**src/hw/rtl/hbges_pkg.sv**
```systemverilog
package hbges_pkg;

	// Bridge operating mode reported per result and kept per phase
	typedef enum logic [2:0] {
		BM_DISABLED = 3'd0,
		BM_REGULAR  = 3'd1,
		BM_INT_LOW  = 3'd2,
		BM_INT_HIGH = 3'd3,
		BM_FLAT_HS  = 3'd4,
		BM_FLAT_LS  = 3'd5
	} bm_t;

	// Requested switching mode; the two other codes disable the bridge
	typedef enum logic [1:0] {
		MODE_OFF    = 2'd0,
		MODE_HS_LED = 2'd1,
		MODE_LS_LED = 2'd2,
		MODE_OFF_HI = 2'd3
	} mode_t;

	// Configuration register indexes
	localparam int CFG_IDX_BITS = 3;
	typedef enum logic [CFG_IDX_BITS-1:0] {
		CFG_PERIOD_TICKS   = 3'd0,
		CFG_OFF_TICK       = 3'd1,
		CFG_MIN_ON_TICKS   = 3'd2,
		CFG_MIN_OFF_TICKS  = 3'd3,
		CFG_FLAT_THRESHOLD = 3'd4
	} cfg_idx_t;

	localparam logic [15:0] RST_PERIOD_TICKS   = 16'd1000;
	localparam logic [15:0] RST_OFF_TICK       = 16'd1000;
	localparam logic [15:0] RST_MIN_ON_TICKS   = 16'd0;
	localparam logic [15:0] RST_MIN_OFF_TICKS  = 16'd0;
	localparam logic [15:0] RST_FLAT_THRESHOLD = 16'hFFFF;

	typedef struct packed {
		logic [16:0] duty_high;
		logic [16:0] duty_low;
		logic [1:0]  mode;
		logic [1:0]  phase;
		logic [11:0] dead_hs_to_ls;
		logic [11:0] dead_ls_to_hs;
	} req_t;

	typedef struct packed {
		logic [1:0]  phase_out;
		logic [15:0] hs_rise;
		logic [15:0] hs_fall;
		logic [15:0] ls_rise;
		logic [15:0] ls_fall;
		logic [2:0]  bridge_mode;
	} rsp_t;

	// Pulse decisions handed from stage 2 to the edge stage
	typedef struct packed {
		logic int_low;
		logic int_high;
		logic flat_hs;
		logic flat_ls;
	} dec_t;

endpackage

```
**src/hw/rtl/halfbridge_gate_edge_scheduler.sv**
```systemverilog
// Half-bridge gate edge scheduler (complementary PWM with dead-time insertion).
// Request channel (req_valid/req_ready/req): one phase update with high- and
// low-side duties (unsigned Q1.16), mode, phase index and two dead times.
// Response channel (rsp_valid/rsp_ready/rsp): rise and fall ticks of both
// switches for one period, plus the resulting bridge mode. A request whose
// phase is not below PHASES is taken and dropped without a response.
// Configuration channel (cfg_valid/cfg_ready/cfg_index/cfg_data): always
// ready; write only while no request is in flight.
// Path: the input register, the count stage with four multipliers, the decision
// stage, the edge stage and the output register. Throughput: one request per
// cycle while the receiver does not stall, set by the four-stage pipe.
// A stalled receiver holds the output register; each stage still fills its
// empty slot, so up to four requests queue before req_ready drops.
// Reset clears the pipeline valids, loads the configuration defaults and sets
// every phase's stored mode to disabled.
module halfbridge_gate_edge_scheduler #(
	parameter int PHASES    = 3,
	parameter int TICK_BITS = 16
) (
	input  logic                                clk,
	input  logic                                arst_n,
	input  logic                                req_valid,
	output logic                                req_ready,
	input  hbges_pkg::req_t                     req,
	output logic                                rsp_valid,
	input  logic                                rsp_ready,
	output hbges_pkg::rsp_t                     rsp,
	input  logic                                cfg_valid,
	output logic                                cfg_ready,
	input  logic [hbges_pkg::CFG_IDX_BITS-1:0]  cfg_index,
	input  logic [15:0]                         cfg_data
);
	import hbges_pkg::*;

	localparam int PH_BITS = (PHASES > 1) ? $clog2(PHASES) : 1;
	localparam int CW      = (TICK_BITS > 16) ? TICK_BITS : 16;
	localparam int PW      = TICK_BITS + 17;

	// Configuration registers
	logic [15:0] period_q;
	logic [15:0] off_tick_q;
	logic [15:0] min_on_q;
	logic [15:0] min_off_q;
	logic [15:0] flat_thr_q;

	// Pipeline
	logic                 v_s1, v_s2, v_s3, rsp_valid_q;
	req_t                 req_s1, req_s2, req_s3;
	logic [TICK_BITS-1:0] ch_a_s2, cl_a_s2, ch_f_s2, cl_f_s2;
	logic [TICK_BITS-1:0] ch_s3, cl_s3;
	dec_t                 dec_s3;
	rsp_t                 rsp_q;
	bm_t                  bridge_state_q [PHASES];

	logic                 rdy_s1, rdy_s2, rdy_s3;
	logic                 phase_ok;
	logic [TICK_BITS-1:0] full, avail;
	logic [PW-1:0]        p_ch_a, p_cl_a, p_ch_f, p_cl_f;
	logic [TICK_BITS-1:0] tmax_t;
	logic [TICK_BITS-1:0] ch1, cl1, ch2, cl2, ch3, cl3;
	dec_t                 dec;
	logic [PH_BITS-1:0]   ph_s3;
	bm_t                  prev;
	rsp_t                 rsp_d;

	// Handshake: each stage moves when its successor has room
	assign rdy_s3    = !rsp_valid_q || rsp_ready;
	assign rdy_s2    = !v_s3 || rdy_s3;
	assign rdy_s1    = !v_s2 || rdy_s2;
	assign req_ready = !v_s1 || rdy_s1;
	assign cfg_ready = 1'b1;
	assign phase_ok  = 32'(req.phase) < PHASES;

	// Write configuration registers
	always_ff @(posedge clk or negedge arst_n) begin
		if (!arst_n) begin
			period_q   <= RST_PERIOD_TICKS;
			off_tick_q <= RST_OFF_TICK;
			min_on_q   <= RST_MIN_ON_TICKS;
			min_off_q  <= RST_MIN_OFF_TICKS;
			flat_thr_q <= RST_FLAT_THRESHOLD;
		end else if (cfg_valid) begin
			case (cfg_idx_t'(cfg_index))
				CFG_PERIOD_TICKS:   period_q   <= cfg_data;
				CFG_OFF_TICK:       off_tick_q <= cfg_data;
				CFG_MIN_ON_TICKS:   min_on_q   <= cfg_data;
				CFG_MIN_OFF_TICKS:  min_off_q  <= cfg_data;
				CFG_FLAT_THRESHOLD: flat_thr_q <= cfg_data;
				default: ;
			endcase
		end
	end

	// Stage 1: register the request, drop out-of-range phases
	always_ff @(posedge clk or negedge arst_n) begin
		if (!arst_n)
			v_s1 <= 1'b0;
		else if (req_ready)
			v_s1 <= req_valid && phase_ok;
	end

	always_ff @(posedge clk) begin
		if (req_ready && req_valid)
			req_s1 <= req;
	end

	// Compute on-time counts over the available and the full period
	assign full   = TICK_BITS'(period_q) - 1'b1;
	assign avail  = full - TICK_BITS'(req_s1.dead_hs_to_ls) - TICK_BITS'(req_s1.dead_ls_to_hs);
	assign p_ch_a = PW'(avail) * PW'(req_s1.duty_high);
	assign p_cl_a = PW'(avail) * PW'(req_s1.duty_low);
	assign p_ch_f = PW'(full) * PW'(req_s1.duty_high);
	assign p_cl_f = PW'(full) * PW'(req_s1.duty_low);

	always_ff @(posedge clk or negedge arst_n) begin
		if (!arst_n)
			v_s2 <= 1'b0;
		else if (rdy_s1)
			v_s2 <= v_s1;
	end

	always_ff @(posedge clk) begin
		if (rdy_s1 && v_s1) begin
			req_s2  <= req_s1;
			ch_a_s2 <= p_ch_a[PW-2:16];
			cl_a_s2 <= p_cl_a[PW-2:16];
			ch_f_s2 <= p_ch_f[PW-2:16];
			cl_f_s2 <= p_cl_f[PW-2:16];
		end
	end

	// Stage 2: drop short pulses, then detect flat-high sides
	assign tmax_t       = TICK_BITS'(off_tick_q);
	assign dec.int_low  = CW'(ch_a_s2) < CW'(min_on_q);
	assign ch1          = dec.int_low ? '0 : ch_a_s2;
	assign cl1          = dec.int_low ? cl_f_s2 : cl_a_s2;
	assign dec.int_high = CW'(cl1) < CW'(min_on_q);
	assign cl2          = dec.int_high ? '0 : cl1;
	assign ch2          = dec.int_high ? ch_f_s2 : ch1;
	assign dec.flat_hs  = CW'(ch2) >= CW'(flat_thr_q);
	assign dec.flat_ls  = CW'(cl2) >= CW'(flat_thr_q);
	assign ch3          = dec.flat_hs ? tmax_t : ch2;
	assign cl3          = dec.flat_ls ? tmax_t : cl2;

	always_ff @(posedge clk or negedge arst_n) begin
		if (!arst_n)
			v_s3 <= 1'b0;
		else if (rdy_s2)
			v_s3 <= v_s2;
	end

	always_ff @(posedge clk) begin
		if (rdy_s2 && v_s2) begin
			req_s3 <= req_s2;
			ch_s3  <= ch3;
			cl_s3  <= cl3;
			dec_s3 <= dec;
		end
	end

	// Stage 3: place edges using the phase's stored mode
	assign ph_s3 = PH_BITS'(req_s3.phase);
	assign prev  = bridge_state_q[ph_s3];

	hbges_edge_calc #(
		.TICK_BITS(TICK_BITS)
	) u_edge_calc (
		.req      (req_s3),
		.ch       (ch_s3),
		.cl       (cl_s3),
		.dec      (dec_s3),
		.prev     (prev),
		.off_tick (off_tick_q),
		.min_off  (min_off_q),
		.rsp      (rsp_d)
	);

	// Update the per-phase mode as the result leaves stage 3
	always_ff @(posedge clk or negedge arst_n) begin
		if (!arst_n) begin
			for (int i = 0; i < PHASES; i++)
				bridge_state_q[i] <= BM_DISABLED;
		end else if (rdy_s3 && v_s3) begin
			bridge_state_q[ph_s3] <= bm_t'(rsp_d.bridge_mode);
		end
	end

	// Output register
	always_ff @(posedge clk or negedge arst_n) begin
		if (!arst_n)
			rsp_valid_q <= 1'b0;
		else if (rdy_s3)
			rsp_valid_q <= v_s3;
	end

	always_ff @(posedge clk) begin
		if (rdy_s3 && v_s3)
			rsp_q <= rsp_d;
	end

	assign rsp_valid = rsp_valid_q;
	assign rsp       = rsp_q;

endmodule

```
**src/hw/rtl/hbges_edge_calc.sv**
```systemverilog
module hbges_edge_calc #(
	parameter int TICK_BITS = 16
) (
	input  hbges_pkg::req_t      req,
	input  logic [TICK_BITS-1:0] ch,
	input  logic [TICK_BITS-1:0] cl,
	input  hbges_pkg::dec_t      dec,
	input  hbges_pkg::bm_t       prev,
	input  logic [15:0]          off_tick,
	input  logic [15:0]          min_off,
	output hbges_pkg::rsp_t      rsp
);
	import hbges_pkg::*;

	logic [TICK_BITS-1:0] d_hl;
	logic [TICK_BITS-1:0] d_lh;
	logic [TICK_BITS-1:0] h_a;
	logic [TICK_BITS-1:0] h_b;
	logic [TICK_BITS-1:0] h_c;
	logic [TICK_BITS-1:0] l_a;
	logic [TICK_BITS-1:0] l_b;
	logic [TICK_BITS-1:0] l_c;
	logic [15:0]          tmax;
	logic [15:0]          lead_hs;
	logic [15:0]          lead_ls;
	logic [15:0]          hr;
	logic [15:0]          hf;
	logic [15:0]          lr;
	logic [15:0]          lf;
	bm_t                  ns;

	assign d_hl = TICK_BITS'(req.dead_hs_to_ls);
	assign d_lh = TICK_BITS'(req.dead_ls_to_hs);
	assign tmax = 16'(TICK_BITS'(off_tick));

	// Chain the edges for high-side led periods
	assign h_a = d_lh + ch;
	assign h_b = (ch != '0) ? h_a + d_hl : h_a;
	assign h_c = h_b + cl;

	// Chain the edges for low-side led periods
	assign l_a = d_hl + cl;
	assign l_b = (cl != '0) ? l_a + d_lh : l_a;
	assign l_c = l_b + ch;

	// Delay the flat turn-on by the larger of the dead time and min_off when leaving regular PWM
	assign lead_hs = ({4'd0, req.dead_ls_to_hs} > min_off) ? {4'd0, req.dead_ls_to_hs} : min_off;
	assign lead_ls = ({4'd0, req.dead_hs_to_ls} > min_off) ? {4'd0, req.dead_hs_to_ls} : min_off;

	// Pick the reported mode: later checks win
	always_comb begin
		ns = BM_REGULAR;
		if (dec.int_low)
			ns = BM_INT_LOW;
		if (dec.int_high)
			ns = BM_INT_HIGH;
		if (dec.flat_hs)
			ns = BM_FLAT_HS;
		if (dec.flat_ls)
			ns = BM_FLAT_LS;
	end

	// Place edges, apply the flat, dropped-pulse and zero-duty overrides
	always_comb begin
		hr = tmax;
		hf = tmax;
		lr = tmax;
		lf = tmax;
		case (mode_t'(req.mode))
			MODE_HS_LED: begin
				hr = {4'd0, req.dead_ls_to_hs};
				hf = 16'(h_a);
				lr = 16'(h_b);
				lf = 16'(h_c);
				if (dec.flat_hs) begin
					hr = (prev == BM_REGULAR) ? lead_hs : 16'd0;
					hf = tmax;
					lr = tmax;
					lf = tmax;
				end else if (dec.flat_ls) begin
					lr = 16'd0;
					lf = tmax;
					hr = tmax;
					hf = tmax;
				end else if (dec.int_low) begin
					hr = tmax;
					hf = tmax;
				end else if (dec.int_high) begin
					lr = tmax;
					lf = tmax;
				end
				if (req.duty_high == '0) begin
					hr = tmax;
					hf = tmax;
				end
				if (req.duty_low == '0) begin
					lr = tmax;
					lf = tmax;
				end
			end
			MODE_LS_LED: begin
				lr = {4'd0, req.dead_hs_to_ls};
				lf = 16'(l_a);
				hr = 16'(l_b);
				hf = 16'(l_c);
				if (dec.flat_ls) begin
					lr = (prev == BM_REGULAR) ? lead_ls : 16'd0;
					lf = tmax;
					hr = tmax;
					hf = tmax;
				end else if (dec.flat_hs) begin
					hr = 16'd0;
					hf = tmax;
					lr = tmax;
					lf = tmax;
				end else if (dec.int_high) begin
					lr = tmax;
					lf = tmax;
				end else if (dec.int_low) begin
					hr = tmax;
					hf = tmax;
				end
				if (req.duty_high == '0) begin
					hr = tmax;
					hf = tmax;
				end
				if (req.duty_low == '0) begin
					lr = tmax;
					lf = tmax;
				end
			end
			default: begin
				hr = tmax;
				hf = tmax;
				lr = tmax;
				lf = tmax;
			end
		endcase
	end

	always_comb begin
		rsp.phase_out   = req.phase;
		rsp.hs_rise     = hr;
		rsp.hs_fall     = hf;
		rsp.ls_rise     = lr;
		rsp.ls_fall     = lf;
		rsp.bridge_mode = ((req.mode == MODE_HS_LED) || (req.mode == MODE_LS_LED)) ?
			ns : BM_DISABLED;
	end

endmodule

```
**config.mk**
```make
export PLATFORM = sky130hd
export DESIGN_NAME = halfbridge_gate_edge_scheduler
export DESIGN_NICKNAME = d
export VERILOG_FILES = /design/src/hw/rtl/hbges_pkg.sv /design/src/hw/rtl/halfbridge_gate_edge_scheduler.sv /design/src/hw/rtl/hbges_edge_calc.sv
export SDC_FILE = /design/constraint.sdc
export NUM_CORES = 2
export LEC_CHECK = 0
export ABC_AREA = 1
export BUFFER_PORTS_ARGS = -buffer_cell sky130_fd_sc_hd__buf_2
export CORE_UTILIZATION = 40
export CTS_BUF_LIST = sky130_fd_sc_hd__clkbuf_8
export CTS_CLUSTER_DIAMETER = 60
export CTS_CLUSTER_SIZE = 28
export DETAILED_ROUTE_END_ITERATION = 6
export PLACE_DENSITY_LB_ADDON = 0.2
export RECOVER_POWER = 100
export SYNTH_ARGS = -nofsm -noshare
export SYNTH_HDL_FRONTEND = slang
export SYNTH_SLANG_ARGS = --single-unit
```
**constraint.sdc**
```tcl
create_clock -name clk -period 22.2 [get_ports clk]
set_input_delay 2.22 -clock clk [delete_from_list [all_inputs] [get_ports clk]]
set_output_delay 2.22 -clock clk [all_outputs]
set_load 0.005 [all_outputs]
```
* Word level (Yosys, flattened, before mapping)
Cells that the tools add are included.
Word-level totals: bits in writable memories 0, memories 0, output and inout bits 72, latch bits 0, word-level logic and storage cells 164, input port bits 86, register bits 448, ROM bits 0
Operators by class: multipliers 4, eq/ne operators 7, reductions and logical operators 25, order comparisons 9, shift operators 0, bitwise logic cells 1, mux-type cells 63, div/mod/pow operators 0, add/subtract/negate cells 9
Operators with widths (count):
- two-way mux 16 bit | 48
- multiplier 16 x 17 -> 32 bit | 4
- case mux 16 bit (2 select lines) | 4
- zero test 17 bit | 2
- adder 12 x 16 -> 16 bit | 2
- adder 16 x 12 -> 16 bit | 2
- adder 16 bit | 2
- >= comparator 16 bit | 2
- > comparator 12 x 16 -> 1 bit | 2
- < comparator 16 bit | 2
- nonzero test 16 bit | 2
- subtractor 16 x 12 -> 16 bit | 2
- two-way mux 3 bit | 6
- subtractor 16 x 1 -> 16 bit, second input constant | 1
- AND reduction 2 bit | 5
- bitwise mux 9 bit | 1
- binary-select mux 3 bit (select 2 bit) | 1
- demux 3 bit (select 2 bit) | 1
- == test 3 x 1 -> 1 bit, second input constant | 2
- == test 3 x 2 -> 1 bit, second input constant | 2
- logical AND 1 bit | 6
- logical OR 1 bit | 5
- zero test 1 bit | 4
- two-way mux 2 bit | 2
- 8 further kinds | 8

* Longest topological paths before layout
depth after elaboration 10, depth in mapped cells 46, depth with buffers taken out 44

* By module
Synthesis repeated with hierarchy kept, for this count alone.
Unflattened totals: cells, all modules 7247, area, all modules 60426.7 µm²
By module, submodules not included:
- halfbridge_gate_edge_scheduler | instances 1, seq. area each 13022.5 µm², cells an instance 5672, area each 51942.3 µm²
- hbges_edge_calc | instances 1, seq. area each 0.0 µm², cells an instance 1575, area each 8484.4 µm²

* Worst setup path before layout
No wires, ideal clock.
path type register to register, start point register period_q[0], end point register cl_a_s2[14] (data pin), setup slack 13.665 ns, data arrival time 8.278 ns, setup time 0.258 ns, required time 21.942 ns, clock period less this slack 8.535 ns, buffers on the path 3, cell stages (with the launch flop) 41, cell sequence dfrtp_1 inv_2 clkbuf_1 ha_1 or2_2 nand2_1 clkbuf_1 fa_1 inv_1 ha_1 a21o_1 a31oi_1 o21ai_2 inv_2 o21ai_2 a31oi_1 o21bai_1 or2_1 (+5 left out) fa_1 fa_1 fa_1 inv_1 fa_1 inv_1 fa_1 inv_1 ha_1 nand2_1 nor4_1 nand4_1 nand4_1 nand3_1 nand2_1 nand4_1 nand2_1 xor2_1
Between the ends: longest elaborated chain between the ends 4
Ends and longest elaborated chain:
- start: declaration | line halfbridge_gate_edge_scheduler.sv:40 | logic [15:0] period_q;
- start signal: assignment | line halfbridge_gate_edge_scheduler.sv:84 | CFG_PERIOD_TICKS: period_q <= cfg_data;
- subtractor 16 x 1 -> 16 bit | line halfbridge_gate_edge_scheduler.sv:108 | assign full = TICK_BITS'(period_q) - 1'b1;
- subtractor 16 x 12 -> 16 bit (2 in a row) | line halfbridge_gate_edge_scheduler.sv:109 | assign avail = full - TICK_BITS'(req_s1.dead_hs_to_ls) - TICK_BITS'(req_s1.dead_ls_to_hs);
- multiplier 16 x 17 -> 32 bit | line halfbridge_gate_edge_scheduler.sv:111 | assign p_cl_a = PW'(avail) * PW'(req_s1.duty_low);
- net p_cl_a[30] | line halfbridge_gate_edge_scheduler.sv:58 | logic [PW-1:0] p_ch_a, p_cl_a, p_ch_f, p_cl_f;
- end signal: assignment | line halfbridge_gate_edge_scheduler.sv:126 | cl_a_s2 <= p_cl_a[PW-2:16];
- end: declaration | line halfbridge_gate_edge_scheduler.sv:49 | logic [TICK_BITS-1:0] ch_a_s2, cl_a_s2, ch_f_s2, cl_f_s2;
The timed path passes the listed nets, and every way through them passes these cells. A chain may end at the register's enable or synchronous reset.

* Worst setup path after layout
start point register period_q[0], end point register ch_a_s2[9] (data pin)
Between the ends: longest elaborated chain between the ends 4
Ends and longest elaborated chain:
- subtractor 16 x 1 -> 16 bit | line halfbridge_gate_edge_scheduler.sv:108
- subtractor 16 x 12 -> 16 bit (2 in a row) | line halfbridge_gate_edge_scheduler.sv:109
- multiplier 16 x 17 -> 32 bit | line halfbridge_gate_edge_scheduler.sv:110 | assign p_ch_a = PW'(avail) * PW'(req_s1.duty_high);
- net p_ch_a[25] | line halfbridge_gate_edge_scheduler.sv:58
- end signal: assignment | line halfbridge_gate_edge_scheduler.sv:125 | ch_a_s2 <= p_ch_a[PW-2:16];
- end: declaration | line halfbridge_gate_edge_scheduler.sv:49
The timed path passes the listed nets, and every way through them passes these cells.

==> flow_metrics.env <==
export IMPL_status="complete, but fails checks"
export IMPL_violations="max-capacitance violations, max-slew violations"
export IMPL_grt_overflow=0
export IMPL_die_x_um=392
export IMPL_cp_start_kind="flop"
export IMPL_critPathMaxFanout=30
export IMPL_tightest_slew_ns=4.67
export IMPL_drc=0
export IMPL_htree_num_levels=2
export IMPL_final_layout_size_suffix_gt1_share_pct=4.84
export IMPL_start_util_pct=40.5
export IMPL_cts_root_buf="clkbuf_8"
export IMPL_ctsHoldBuffers=0
export IMPL_first_iter_violations=4056
export IMPL_ys_seq_area_share_pct=21.4
export IMPL_drtAntennaViolNets=0
export IMPL_drv_cap=43
export IMPL_cts_made_buffers=53
export IMPL_detail_route_first_pass_iterations=7
export IMPL_antenna_found_initial=13
export IMPL_grt_met3_usage_pct=4.58
export IMPL_arrival_ns=12.67
export IMPL_max_freq_mhz=82.3
export IMPL_synth_nets=8920
export IMPL_grt_pass1_vias=51600
export IMPL_tritoncts="done"
export IMPL_yosysWarnings=0
export IMPL_clk_latency_ns=0.83
export IMPL_pre_cts_ws_ns=12.47
export IMPL_finalCriticalPeriod_ns=12.15
export IMPL_grt_busiest_layer="met2"
export IMPL_wl_per_cell_um=23.5
export IMPL_portBuffers=156
export IMPL_routed_wl_mm=224
export IMPL_fin_skew_ns=0.0831
export IMPL_required_ns=22.73
export IMPL_critPathTopFamily="adder cells"
export IMPL_synth_edff_count=355
export IMPL_die_area_um2=154000
export IMPL_syn_inst=7420
export IMPL_min_period_over_period_pct=54.7
export IMPL_cp_slowest_cell="clkbuf_1"
export IMPL_vias=50700
export IMPL_gr_usage_met2_pct=49.0
export IMPL_syn_cell_area_um2=61000
export IMPL_cts_sinks=448
export IMPL_multi_input_area_um2=41100
export IMPL_worst_slack_ns=10.05
export IMPL_seqCellArea_um2=13000
export IMPL_endpoint_kind="flop"
export IMPL_synth_avg_cell_area_um2=8.22
export IMPL_finalMaxSlewViolations=1359
export IMPL_grt_util_met1_pct=36.8
export IMPL_synthArstFlopShare_pct=20.8
export IMPL_ys_flop_type="edfxtp_1"
export IMPL_num_rows=142
export IMPL_coreArea_um2=150000
export IMPL_max_stage_delay_ns=1.23
export IMPL_ys_types=70
export IMPL_clk_pin_slew_ns=0.12
export IMPL_cts_resized=0
export IMPL_worstSetupPathType="reg2reg"
export IMPL_viasPerCell=5.33
export IMPL_rsz0062_at_grt="no"
export IMPL_gp_congestion=1.03
export IMPL_hold_path_class="reg2reg"
export IMPL_setup_viol=0
export IMPL_hold_viol_final=0
export IMPL_timing_hold_ws_ns=0.364
export IMPL_grt_pass1_wl_mm=332
export IMPL_setup_tns_ns=0
export IMPL_nets=8956
export IMPL_n_fill_cell=15300
export IMPL_ys_seq_elements=448
export IMPL_cts_setup_buffers=0
export IMPL_area_growth_syn_to_layout_pct=6.79
export IMPL_die_y_um=392
export IMPL_io_pin_count=158
export IMPL_max_slew_margin_pct=-216
export IMPL_crit_buf_inv=12
export IMPL_grt_max_degree=77
export IMPL_grt_util_all_layers_pct=29.4
export IMPL_r2r_slack_ns=10.05
export IMPL_cts_buffer_depth=3
export IMPL_dp_final_hpwl_mm=175
cells in the mapped netlist (14+ instances only):
library cell	n	share of area [%]
ha_1	572	12
clkbuf_1	227	1.4
or2_2	30	0.31
o21ai_0	316	2.6
buf_2	32	0.26
xnor2_1	41	0.59
o211ai_1	55	0.68
fa_1	842	28
a21oi_1	327	2.7
inv_2	18	0.11
o21a_1	19	0.23
nor2_1	647	4.0
nor3_1	31	0.25
dfrtp_1	65	2.7
nor4_1	14	0.14
o21bai_1	16	0.20
clkinv_1	17	0.10
dfstp_2	28	1.2
nand4_1	34	0.35
o21ai_1	27	0.22
nand3_1	185	1.5
inv_1	1481	9.1
and2_1	17	0.17
edfxtp_1	355	17
nand2_1	1753	11
xor2_1	88	1.3
buf_1	20	0.12
flip-flops by register name (all words and copies together), names as in the netlist, 60 cells and up:
name    flops
req_s1     62
rsp        69
req_s2     62
req_s3     60
path summary, 6_finish.rpt:
check / endpoint / from / cells after the start
max: ch_a_s2[9] / period_q[0] / 40
min: req_s3[60] / req_s2[60] / 0
max reg2reg: ch_a_s2[9] / period_q[0] / 40
min reg2reg: req_s3[60] / req_s2[60] / 0
max in group asynchronous: period_q[0] / arst_n / 2
min in group asynchronous: v_s1 / arst_n / 1
placed cells by master, fill, tap and decap left out, types with 87 or more instances in the layout:
| master | netlist | routed |
|---|---|---|
| nand2_1 | 1753 | 1756 |
| o21ai_0 | 316 | 337 |
| fa_1 | 842 | 842 |
| a21oi_1 | 327 | 327 |
| clkbuf_1 | 227 | 118 |
| nand3_1 | 185 | 185 |
| xor2_1 | 88 | 87 |
| nor2_1 | 647 | 648 |
| edfxtp_1 | 355 | 355 |
| inv_1 | 1481 | 1479 |
| ha_1 | 572 | 572 |
stage by stage:
stage / std cells / util [%] / cell area (µm²)
2_1_floorplan: 7420 / - / 61000
6_report: 9519 / 43.3 / 65100
3_3_place_gp: 9417 / 42.5 / 64000
3_5_place_dp: 9417 / 42.5 / 64000
5_1_grt: 9519 / 43.3 / 65100
4_1_cts: 9517 / 43.5 / 65400
routing by layer:
metal | routed length, µm | share of wire (%)
met4 | 14000 | 6.3
met5 | 33 | 0.015
met3 | 16500 | 7.4
met2 | 104000 | 47
met1 | 89100 | 40
cell type report:
class                           instances  share of cell area (%)
Antenna cell                            2                 0.00769
Clock buffer                           54                    1.14
Clock inverter                         46                    1.04
Inverter                             1518                    8.76
Multi-Input combinational cell       5165                    63.1
Sequential cell                       448                    20.0
Tap cell                             2016                    3.87
Timing Repair Buffer                  270                    2.11
cell families after synthesis:
family / share of synthesized area, %
other: 0.00615
DFF: 21.4
buffers and inverters: 11.3
xor gates and xnor gates: 1.88
and+or+nand+nor: 18.0
AOI/OAI and AO/OA: 8.08
adders and majority gates: 39.4
Power is not shown: default switching activity piles up to over one toggle a cycle in this logic, so the estimate is an artifact.
